File: config.mk
export PLATFORM = sky130hd
export DESIGN_NAME = utf8_to_ucs2_hex_stream_unit_flat
export DESIGN_NICKNAME = d
export VERILOG_FILES = /design/src/rtl/core/u2h_pkg.sv /design/src/rtl/core/u2h_ifs.sv /design/src/rtl/core/u2h_decoder.sv /design/src/rtl/core/u2h_emitter.sv /design/src/rtl/core/utf8_to_ucs2_hex_stream_unit.sv /design/src/flat_wrapper.sv
export SDC_FILE = /design/constraint.sdc
export NUM_CORES = 1
export LEC_CHECK = 0
export CELL_PAD_IN_SITES_DETAIL_PLACEMENT = 1
export CELL_PAD_IN_SITES_GLOBAL_PLACEMENT = 1
export CORE_MARGIN = 10
export CORE_UTILIZATION = 48
export DETAILED_ROUTE_END_ITERATION = 6
export DONT_BUFFER_PORTS = 1
export PLACE_DENSITY_LB_ADDON = 0.12
export REMOVE_ABC_BUFFERS = 1
export SETUP_SLACK_MARGIN = 0.02
export SYNTH_ARGS = -nofsm -noshare
export SYNTH_HDL_FRONTEND = slang
export SYNTH_SLANG_ARGS = --single-unit
export TNS_END_PERCENT = 100
File: constraint.sdc
create_clock -name clk -period 5 [get_ports clk]
set_clock_uncertainty 0.05 [all_clocks]
set_input_delay 1.5 -clock clk [delete_from_list [all_inputs] [get_ports clk]]
set_output_delay 1.5 -clock clk [all_outputs]
set_load 0.005 [all_outputs]
File: src/rtl/core/u2h_pkg.sv
// Package with the shared types, constants and the hex_ascii helper function of the UTF-8 to UCS-2 decoder.
package u2h_pkg;

  localparam logic [15:0] REPLACEMENT_UNIT = 16'hFFFD;
  localparam logic [15:0] COUNT_MAX        = 16'hFFFF;

  // Number of continuation bytes still expected in the current sequence.
  localparam logic [1:0] PEND_NONE  = 2'd0;
  localparam logic [1:0] PEND_ONE   = 2'd1;
  localparam logic [1:0] PEND_TWO   = 2'd2;
  localparam logic [1:0] PEND_THREE = 2'd3;

  localparam logic [1:0] DIGIT_LAST = 2'd3;

  // One decoded item handed from the decoder to the output sequencer.
  typedef struct packed {
    logic        has_unit;
    logic [15:0] unit;
    logic        hex;
    logic        last;
    logic [15:0] count;
  } u2h_job_t;

  function automatic logic [15:0] hex_ascii(input logic [3:0] nib);
    logic [7:0] ch;
    if (nib < 4'd10) begin
      ch = 8'h30 + {4'd0, nib};
    end else begin
      ch = 8'h41 + {4'd0, nib} - 8'd10;
    end
    return {8'd0, ch};
  endfunction

endpackage

File: src/rtl/core/u2h_ifs.sv
// Handshake interfaces for the byte input channel and the result output channel.
interface u2h_byte_if;
  logic       valid;
  logic       ready;
  logic [7:0] in_byte;
  logic       in_last;

  modport source (output valid, output in_byte, output in_last, input ready);
  modport sink (input valid, input in_byte, input in_last, output ready);
endinterface

interface u2h_unit_if;
  logic        valid;
  logic        ready;
  logic [15:0] out_value;
  logic        out_end;
  logic [15:0] unit_count;

  modport source (output valid, output out_value, output out_end, output unit_count,
                  input ready);
  modport sink (input valid, input out_value, input out_end, input unit_count,
                output ready);
endinterface

File: src/rtl/core/u2h_decoder.sv
// UTF-8 sequence decoder: per-string state and the decode of one byte per accepted item.
module u2h_decoder (
  input  logic          clk,
  input  logic          rst,
  input  logic          accept,
  input  logic [7:0]    in_byte,
  input  logic          in_last,
  input  logic          hex_mode,
  output u2h_pkg::u2h_job_t job
);

  logic        halted;
  logic [1:0]  pend;
  logic [15:0] accum;
  logic        beyond;
  logic [15:0] units;

  logic        halted_next;
  logic [1:0]  pend_next;
  logic [15:0] accum_next;
  logic        beyond_next;
  logic [15:0] units_next;
  logic        emit;
  logic [15:0] unit;

  always_comb begin
    halted_next = halted;
    pend_next   = pend;
    accum_next  = accum;
    beyond_next = beyond;
    emit        = 1'b0;
    unit        = {8'd0, in_byte};
    if (!halted) begin
      if (pend != u2h_pkg::PEND_NONE) begin
        if (in_byte[7:6] != 2'b10) begin
          halted_next = 1'b1;
          pend_next   = u2h_pkg::PEND_NONE;
        end else begin
          accum_next = {accum[9:0], in_byte[5:0]};
          pend_next  = pend - 2'd1;
          if (pend == u2h_pkg::PEND_ONE) begin
            emit = 1'b1;
            unit = beyond ? u2h_pkg::REPLACEMENT_UNIT : accum_next;
          end
        end
      end else if (in_byte == 8'h00) begin
        halted_next = 1'b1;
      end else if (!in_byte[7]) begin
        emit = 1'b1;
      end else if (in_byte[7:5] == 3'b110) begin
        accum_next  = {11'd0, in_byte[4:0]};
        beyond_next = 1'b0;
        pend_next   = u2h_pkg::PEND_ONE;
      end else if (in_byte[7:4] == 4'b1110) begin
        accum_next  = {12'd0, in_byte[3:0]};
        beyond_next = 1'b0;
        pend_next   = u2h_pkg::PEND_TWO;
      end else if (in_byte[7:3] == 5'b11110) begin
        accum_next  = {13'd0, in_byte[2:0]};
        beyond_next = 1'b1;
        pend_next   = u2h_pkg::PEND_THREE;
      end
    end
    units_next = (emit && units != u2h_pkg::COUNT_MAX) ? units + 16'd1 : units;
  end

  assign job.has_unit = emit;
  assign job.unit     = unit;
  assign job.hex      = hex_mode;
  assign job.last     = in_last;
  assign job.count    = units_next;

  always_ff @(posedge clk) begin
    if (rst) begin
      halted <= 1'b0;
      pend   <= u2h_pkg::PEND_NONE;
      accum  <= 16'd0;
      beyond <= 1'b0;
      units  <= 16'd0;
    end else if (accept) begin
      if (in_last) begin
        // The string ends here, so the next byte starts a fresh string.
        halted <= 1'b0;
        pend   <= u2h_pkg::PEND_NONE;
        accum  <= 16'd0;
        beyond <= 1'b0;
        units  <= 16'd0;
      end else begin
        halted <= halted_next;
        pend   <= pend_next;
        accum  <= accum_next;
        beyond <= beyond_next;
        units  <= units_next;
      end
    end
  end

endmodule

File: src/rtl/core/u2h_emitter.sv
// Result register and sequencer that sends a decoded item as one to five results.
module u2h_emitter (
  input  logic                clk,
  input  logic                rst,
  input  logic                load,
  input  u2h_pkg::u2h_job_t   job,
  output logic                free,
  u2h_unit_if.source          res
);

  logic              busy;
  u2h_pkg::u2h_job_t held;
  logic              unit_left;
  logic [1:0]        digit;
  logic [3:0]        nib;
  logic              final_res;
  logic              taken;

  always_comb begin
    case (digit)
      2'd0:    nib = held.unit[15:12];
      2'd1:    nib = held.unit[11:8];
      2'd2:    nib = held.unit[7:4];
      default: nib = held.unit[3:0];
    endcase
  end

  assign final_res = !unit_left ||
                     (!held.last && (!held.hex || digit == u2h_pkg::DIGIT_LAST));
  assign taken     = res.valid && res.ready;
  assign free      = !busy || (taken && final_res);

  assign res.valid      = busy;
  assign res.out_end    = !unit_left;
  assign res.unit_count = unit_left ? 16'd0 : held.count;
  assign res.out_value  = !unit_left ? 16'd0 :
                          held.hex ? u2h_pkg::hex_ascii(nib) : held.unit;

  always_ff @(posedge clk) begin
    if (rst) begin
      busy      <= 1'b0;
      unit_left <= 1'b0;
      digit     <= 2'd0;
    end else if (free) begin
      busy      <= load;
      unit_left <= job.has_unit;
      digit     <= 2'd0;
    end else if (taken) begin
      if (held.hex && digit != u2h_pkg::DIGIT_LAST) begin
        digit <= digit + 2'd1;
      end else begin
        unit_left <= 1'b0;
      end
    end
  end

  always_ff @(posedge clk) begin
    if (free && load) begin
      held <= job;
    end
  end

endmodule

File: src/rtl/core/utf8_to_ucs2_hex_stream_unit.sv
// Top level of the UTF-8 to UCS-2 decoder with optional hex text output.
// The first result of an item is valid in the cycle after the item is accepted.
// Results leave at one per cycle while the output port is ready; an item gives up to
// five results (in hex mode on a string's last byte).
// A new item is taken in the same cycle the last result of the previous one leaves.
// Reset (rst, synchronous) clears the decode state, the result register and hex_mode.
module utf8_to_ucs2_hex_stream_unit (
  input  logic       clk,
  input  logic       rst,
  input  logic       cfg_we,
  input  logic       cfg_wdata,
  u2h_byte_if.sink   bytes_in,
  u2h_unit_if.source units_out
);

  // Output format register: raw code units when low, four ASCII hex digits when high.
  logic hex_mode;

  always_ff @(posedge clk) begin
    if (rst) begin
      hex_mode <= 1'b0;
    end else if (cfg_we) begin
      hex_mode <= cfg_wdata;
    end
  end

  u2h_pkg::u2h_job_t job;
  logic              free;
  logic              accept;

  // The input is ready whenever the result register is empty or is handing over its
  // final result in this cycle, so a stalled output never blocks more than one item.
  assign bytes_in.ready = free;
  assign accept         = bytes_in.valid && free;

  // The decoder updates the per-string state on every accepted byte and reports whether
  // that byte completed a code unit, together with the running unit count.
  u2h_decoder u_decoder (
    .clk      (clk),
    .rst      (rst),
    .accept   (accept),
    .in_byte  (bytes_in.in_byte),
    .in_last  (bytes_in.in_last),
    .hex_mode (hex_mode),
    .job      (job)
  );

  // Only items that give at least one result (a finished unit or the string's end)
  // enter the result register; skipped and partial bytes leave no trace there.
  u2h_emitter u_emitter (
    .clk  (clk),
    .rst  (rst),
    .load (accept && (job.has_unit || job.last)),
    .job  (job),
    .free (free),
    .res  (units_out)
  );

endmodule
File: src/flat_wrapper.sv
// flat-port wrapper written by rule: the top's interface ports become plain ports
module utf8_to_ucs2_hex_stream_unit_flat 
  (clk, rst, cfg_we, cfg_wdata, bytes_in_valid, bytes_in_in_byte, bytes_in_in_last, bytes_in_ready, units_out_valid, units_out_out_value, units_out_out_end, units_out_unit_count, units_out_ready);
  u2h_byte_if bytes_in_i ();
  u2h_unit_if units_out_i ();
  input  logic clk;
  input  logic rst;
  input  logic cfg_we;
  input  logic cfg_wdata;
  input wire logic [$bits(bytes_in_i.valid)-1:0] bytes_in_valid;
  input wire logic [$bits(bytes_in_i.in_byte)-1:0] bytes_in_in_byte;
  input wire logic [$bits(bytes_in_i.in_last)-1:0] bytes_in_in_last;
  output wire logic [$bits(bytes_in_i.ready)-1:0] bytes_in_ready;
  output wire logic [$bits(units_out_i.valid)-1:0] units_out_valid;
  output wire logic [$bits(units_out_i.out_value)-1:0] units_out_out_value;
  output wire logic [$bits(units_out_i.out_end)-1:0] units_out_out_end;
  output wire logic [$bits(units_out_i.unit_count)-1:0] units_out_unit_count;
  input wire logic [$bits(units_out_i.ready)-1:0] units_out_ready;
  assign bytes_in_i.valid = bytes_in_valid;
  assign bytes_in_i.in_byte = bytes_in_in_byte;
  assign bytes_in_i.in_last = bytes_in_in_last;
  assign bytes_in_ready = bytes_in_i.ready;
  assign units_out_valid = units_out_i.valid;
  assign units_out_out_value = units_out_i.out_value;
  assign units_out_out_end = units_out_i.out_end;
  assign units_out_unit_count = units_out_i.unit_count;
  assign units_out_i.ready = units_out_ready;
  utf8_to_ucs2_hex_stream_unit u_core (.clk(clk), .rst(rst), .cfg_we(cfg_we), .cfg_wdata(cfg_wdata), .bytes_in(bytes_in_i), .units_out(units_out_i));
endmodule
**Word level (Yosys, flattened, before mapping)**

Cells that the tools add are included.

- Add/sub/neg operators: 6
- Magnitude comparators: 1
- Equal/unequal tests: 16
- Multiplexer cells: 52
- Bitwise gates (word level): 2
- Reduce and logical (&&, ||, !) cells: 31

Operator list:

| operator | number |
|---|---|
| 16-bit 2-to-1 mux | 6 |
| 10-bit 2-to-1 mux | 9 |
| 8-bit 2-to-1 mux | 5 |
| 1-bit 2-to-1 mux | 22 |
| 2-bit 2-to-1 mux | 9 |
| 16-bit by 1-bit adder with 16-bit output, second input constant | 1 |
| 16-bit != test, second input constant | 1 |
| 4-bit one-hot mux with 3 select lines | 1 |
| 6-bit AND reduction | 2 |
| 2-bit != test, second input constant | 5 |
| 7-bit by 4-bit adder with 8-bit output, first input constant | 1 |
| 1-bit logical AND | 8 |
| 8-bit zero test | 1 |
| 8-bit by 4-bit subtractor with 8-bit output, second input constant | 1 |
| 6-bit by 4-bit adder with 7-bit output, first input constant | 1 |
| 3-bit != test, second input constant | 2 |
| 2-bit nonzero test | 3 |
| 5-bit equality test, second input constant | 1 |
| 5-bit AND reduction | 1 |
| 5-bit nonzero test | 1 |
| 2-bit by 1-bit equality test with 1-bit output, second input constant | 2 |
| 2-bit equality test, second input constant | 2 |
| 4-bit equality test, second input constant | 1 |
| 1-bit zero test | 4 |
| other kinds (13) | 18 |

- Flip-flop bits (word level): 69
- Input port bits: 15
- Output and inout port bits: 35
- Word-level logic and storage cells: 122

**Longest topological paths before layout**

- Depth after elaboration: 9
- Depth in mapped cells: 9

**Modules after synthesis**

A second synthesis with hierarchy kept.

- Cells, all modules: 422
- Area, all modules: 3836.2 µm²

Modules (own cells, without submodules):

| module | times used | cells each | area an instance (µm²) |
|---|---|---|---|
| u2h_decoder | 1 | 286 | 2109.5 |
| u2h_emitter | 1 | 131 | 1676.6 |
| utf8_to_ucs2_hex_stream_unit | 1 | 5 | 50.0 |

**Least setup slack after synthesis**

Ideal clock, no wire load.

- Path type: input port to flip-flop
- Start: input bytes_in_in_byte[7]
- End: register u_core.u_emitter.held[0] (netlist name), enable pin
- Library setup time: 0.425 ns
- Arrival: 4.022 ns
- Slack: 0.503 ns
- Stages: 8
- Path buffers: 3
- Cell sequence: clkbuf_1 > nand4bb_1 > a21oi_1 > and2_1 > buf_2 > buf_2 > nor2_1 > nor2_1

- Word-level cells in the longest chain between the ends: 7
- Elaborated cells on any way between the ends: 10
- Those cells by class: eq/ne (1); mux (5); reduce/logical (4)

RTL lines:

| item | RTL line | text |
|---|---|---|
| start, declared | flat_wrapper.sv:11 | `input wire logic [$bits(bytes_in_i.in_byte)-1:0] bytes_in_in_byte;` |
| 8-bit zero test (tied with other cells) | u2h_decoder.sv:46 | `end else if (in_byte == 8'h00) begin` |
| 1-bit 2-to-1 mux (on tied branches) | u2h_decoder.sv:46, u2h_decoder.sv:35 |  |
| 1-bit 2-to-1 mux * | u2h_decoder.sv:34 | `if (pend != u2h_pkg::PEND_NONE) begin` |
| 1-bit 2-to-1 mux * | u2h_decoder.sv:33 | `if (!halted) begin` |
| 1-bit logical OR * | utf8_to_ucs2_hex_stream_unit.sv:53 | `.load (accept && (job.has_unit \|\| job.last)),` |
| 1-bit logical AND * | utf8_to_ucs2_hex_stream_unit.sv:53 |  |
| 1-bit logical AND * | u2h_emitter.sv:58 | `if (free && load) begin` |
| end signal, assigned | u2h_emitter.sv:59 | `held <= job;` |
| end, declared | u2h_emitter.sv:12 | `u2h_pkg::u2h_job_t held;` |

Every way passes the cells marked *; elsewhere a longest branch is shown, timed or not.
A chain may end at the register's enable or synchronous reset.

**Worst setup path after layout**

- Start: register u_core.u_emitter.digit[1]
- End: output units_out_out_value[0]

- Word-level cells in the longest chain between the ends: 7
- Elaborated cells on any way between the ends: 11
- Those cells by class: add/sub (3); order compare (1); eq/ne (2); mux (4); reduce/logical (1)

RTL lines:

| item | RTL line | text |
|---|---|---|
| start, declared | u2h_emitter.sv:14 | `logic [1:0] digit;` |
| start signal, assigned | u2h_emitter.sv:50 | `digit <= digit + 2'd1;` |
| 2-bit equality test (tied with other cells) | u2h_emitter.sv:20 | `case (digit)` |
| 4-bit one-hot mux with 3 select lines * | u2h_emitter.sv:20 |  |
| 7-bit by 4-bit adder with 8-bit output | u2h_pkg.sv:29 | `ch = 8'h41 + {4'd0, nib} - 8'd10;` |
| 8-bit by 4-bit subtractor with 8-bit output | u2h_pkg.sv:29 |  |
| 8-bit 2-to-1 mux * | u2h_pkg.sv:26 | `if (nib < 4'd10) begin` |
| 16-bit 2-to-1 mux * | u2h_emitter.sv:37 | `held.hex ? u2h_pkg::hex_ascii(nib) : held.unit;` |
| 16-bit 2-to-1 mux * | u2h_emitter.sv:36 | `assign res.out_value = !unit_left ? 16'd0 :` |
| end, declared | flat_wrapper.sv:15 | `output wire logic [$bits(units_out_i.out_value)-1:0] units_out_out_value;` |

Marked as above.

==> run_results.csv <==
group,metric,value,unit
cts,postCtsHoldBufs,0,
min_path,hold_class,"reg -> reg",
global_route,antenna_found_initial,0,
floorplan,dieWidth,111,µm
timing,rsz0062_at_grt,"no",
cts,cts_resized,0,
power_and_ir_drop,comb_power_share,0.106,
yosys,synth_compound_area_frac,0.162,
global_route,grt_max_degree,35,
global_route,grt_pass1_vias,3364,
finish,drive_gt1_frac,0.0714,
power_and_ir_drop,power_density,291,nW/µm²
place,gp_congestion,0.899,
critical_path,cp.required,3450,ps
yosys,synth_edf_count,34,
place,io_buffers,0,
yosys,synth_top_family_by_area,"simple AND/OR/NAND/NOR gates",
critical_path,r2r-end,"u_core.u_decoder.units[14]",
job,maxCapViolations,0,
finish,fin_util,0.532,
yosys,synth_warnings,0,
critical_path,r2r_start,"u_core.u_decoder.pend[0]",
min_path,worst_hold_path.endpoint,"u_core.u_decoder.accum[5]",
outcome,status,"finished, final reports clean",
min_path,hold_path_depth,2,
floorplan,die-height,111,µm
critical_path,cp-start-kind,"flip-flop",
power_and_ir_drop,p_leak,1.48,nW
finish,fill_cells,968,
floorplan,rows,32,
cts,root_buffer,"clkbuf_8",
detailed_routing,drt_pass1_iterations,5,
timing,clock.fmax,258,MHz
timing,maxSlewHeadroom,0.334,
power_and_ir_drop,clkPwrFrac,0.371,
power_and_ir_drop,switching_power,0.323,mW
place,place_inst,520,
yosys,synth_xor_area_frac,0.0333,
critical_path,critPathLaunch,"u_core.u_emitter.digit[1]",
yosys,synthTopCellsByArea,"edfxtp_1 26%, dfxtp_1 18%, nand2_1 4.6%",
yosys,ys_async_sr_fraction,0,
global_route,grtUsageTotal,0.174,
critical_path,slowest_delay,500,ps
detailed_routing,ant_nets,0,
timing,finalSetupViolCount,0,
finish,fin_nets,451,
timing,tns,0,ps
detailed_routing,wire_per_inst,20.2,µm
critical_path,path_max_fanout,11,
critical_path,cp_top_family,"simple AND/OR/NAND/NOR gates",
detailed_routing,drc,0,
cts,clock_path_buffers,2,
detailed_routing,drt_iter0_drc,232,
critical_path,endpoint_kind,"primary output",
global_route,gr-total-overflow,0,
timing,whs,403,ps
power_and_ir_drop,ir_worst_vdd,0.170,mV
critical_path,worst_ep_arrival_time,2330,ps
floorplan,design.core.area,7850,µm²
yosys,synth.distinct_cells,58,
yosys,muxShareOfSynthArea,0.0133,
yosys,ys_ff_latch,69,
finish,antenna_cells,0,
finish,final_cells,536,
detailed_routing,vias_per_cell,6.19,
timing,fin_crit_sh,0.776,
min_path,min-delay-start,"u_core.u_decoder.accum[5]",
timing,tightest_slew,997,ps
critical_path,cp_slowest_cell,"or4_1",
power_and_ir_drop,p_seq_frac,0.523,
detailed_routing,drt-total-wl,10.8,mm
cts,cts.sinks,69,
floorplan,dieArea,12200,µm²
cts,cts_setup_buffers,0,
yosys,synth_area,3940,µm²
floorplan,pin_count,50,
critical_path,worstPathCellList,"ha_1 > a21oi_1 > and3_1 > nand3b_1 > or4_1 > nand4_1",
yosys,synth_common_cells,"48 x nand2_1, 35 x dfxtp_1, 34 x edfxtp_1",
critical_path,worst-r2r-setup-slack,2130,ps
critical_path,r2r_cells,7,
global_route,grt_first_pass_wirelength,17.9,mm
cts,cts.htree.levels,3,
critical_path,crit_buf_inv,0,
timing,finalHoldViolCount,0,
yosys,synth.avg_cell_area,8.89,µm²
floorplan,start_util,0.502,
yosys,synth_top_area_frac,0.259,
power_and_ir_drop,swShare,0.266,
yosys,synth-seq-area-share,0.437,
cts,cts_buffers,9,
critical_path,worstSetupPathType,"reg -> out",
yosys,synthAdderAreaFrac,0.0222,
yosys,synth_top_area_cell,"edfxtp_1",
cts,cts_tree,"built",
power_and_ir_drop,p_int,0.892,mW
detailed_routing,num_vias,3320,
finish,areaGrowthSynthToFinish,6.03,%
place,dp_hpwl,7.76,mm
yosys,ys.flop_type,"dfxtp_1",
yosys,yosysMostFrequentCell,"nand2_1",
timing,period_needed,3880,ps
cts,clock_latency,350,ps
yosys,synthCells,443,
yosys,synth_simple_gate_area_frac,0.284,
timing,drv_slew,0,
power_and_ir_drop,total_power,1.22,mW
cts,clkSlewWorstSetupHoldPaths,80,ps
logic make-up after synthesis:
logic type | Yosys count
mux | 5
compound gates | 100
buf+inv | 47
fa+ha+maj | 7
xor+xnor | 15
simple gates | 200
flops | 69
worst max path at each step:
stage,to,cells after the start
floorplan,u_core.u_emitter.held[0],4
global placement,bytes_in_ready,3
detailed placement,u_core.u_decoder.units[14],5
CTS,units_out_out_value[0],6
global route,units_out_out_value[0],6
finish,units_out_out_value[0],6
area by class of cell:
cell class	count	area (µm²)	share of cell area
Clock buffer	10	128	0.0305
Clock inverter	6	62.6	0.0150
Inverter	17	63.8	0.0153
Multi-Input combinational cell	327	2040	0.488
Sequential cell	69	1720	0.412
Tap cell	102	128	0.0305
Timing Repair Buffer	5	37.5	0.00898
metal layers:
metal  up-vias  share of wire  track usage
met3         9          0.061       0.0492
met1      1650           0.47        0.231
li1       1590              -            -
met4         0         0.0088       0.0380
met2        71           0.46        0.273
met5         -              0            0
power by group through the flow:
stage / Sequential (mW) / Combinational (mW) / Clock (mW)
global route: 0.639 / 0.146 / 0.484
CTS: 0.636 / 0.131 / 0.459
global placement: 0.648 / 0.127 / 0
floorplan: 0.646 / 0.0858 / 0
detailed placement: 0.649 / 0.130 / 0
finish: 0.636 / 0.129 / 0.451
cell usage in the layout, fill, tap and decap left out, drive strengths merged, types with 4 or more instances in the layout:
| master | n |
|---|---|
| a31oi | 15 |
| o21ai | 29 |
| nand2b | 9 |
| buf | 5 |
| edfxtp | 34 |
| nand4b | 5 |
| o21a | 8 |
| and4 | 5 |
| nor2b | 26 |
| nor2 | 28 |
| xnor2 | 8 |
| a21oi | 22 |
| nand3 | 13 |
| nor3b | 4 |
| nor3 | 6 |
| and2 | 4 |
| clkbuf | 10 |
| and3 | 16 |
| or4 | 8 |
| nand2 | 48 |
| nand4 | 10 |
| nand3b | 7 |
| ha | 7 |
| dfxtp | 35 |
| xor2 | 7 |
| inv | 18 |
worst min-delay path, delay by kind of cell, from the launching register on:
kind,cells,cell delay [ps]
simple gates,1,50
compound gates,1,50
flops,1,310
flip-flops by register name, summed over array words and instances (netlist names):
register / cells
u_core.u_emitter.digit: 2
u_core.u_decoder.pend: 2
u_core.u_emitter.held: 34
u_core.u_emitter.res.valid: 1
u_core.u_emitter.unit_left: 1
u_core.hex_mode: 1
u_core.u_decoder.beyond: 1
u_core.u_decoder.accum: 10
u_core.u_decoder.units: 16
u_core.u_decoder.halted: 1
per-stage QoR:
step | setup slack (ps) | cell area [µm²]
after detailed placement | 1500 | 3990
after global placement | 1560 | 3990
after CTS | 1120 | 4180
final | 1120 | 4180
after global routing | 929 | 4180
after floorplan | 463 | 3810
Power figures use the tool's default switching activity.
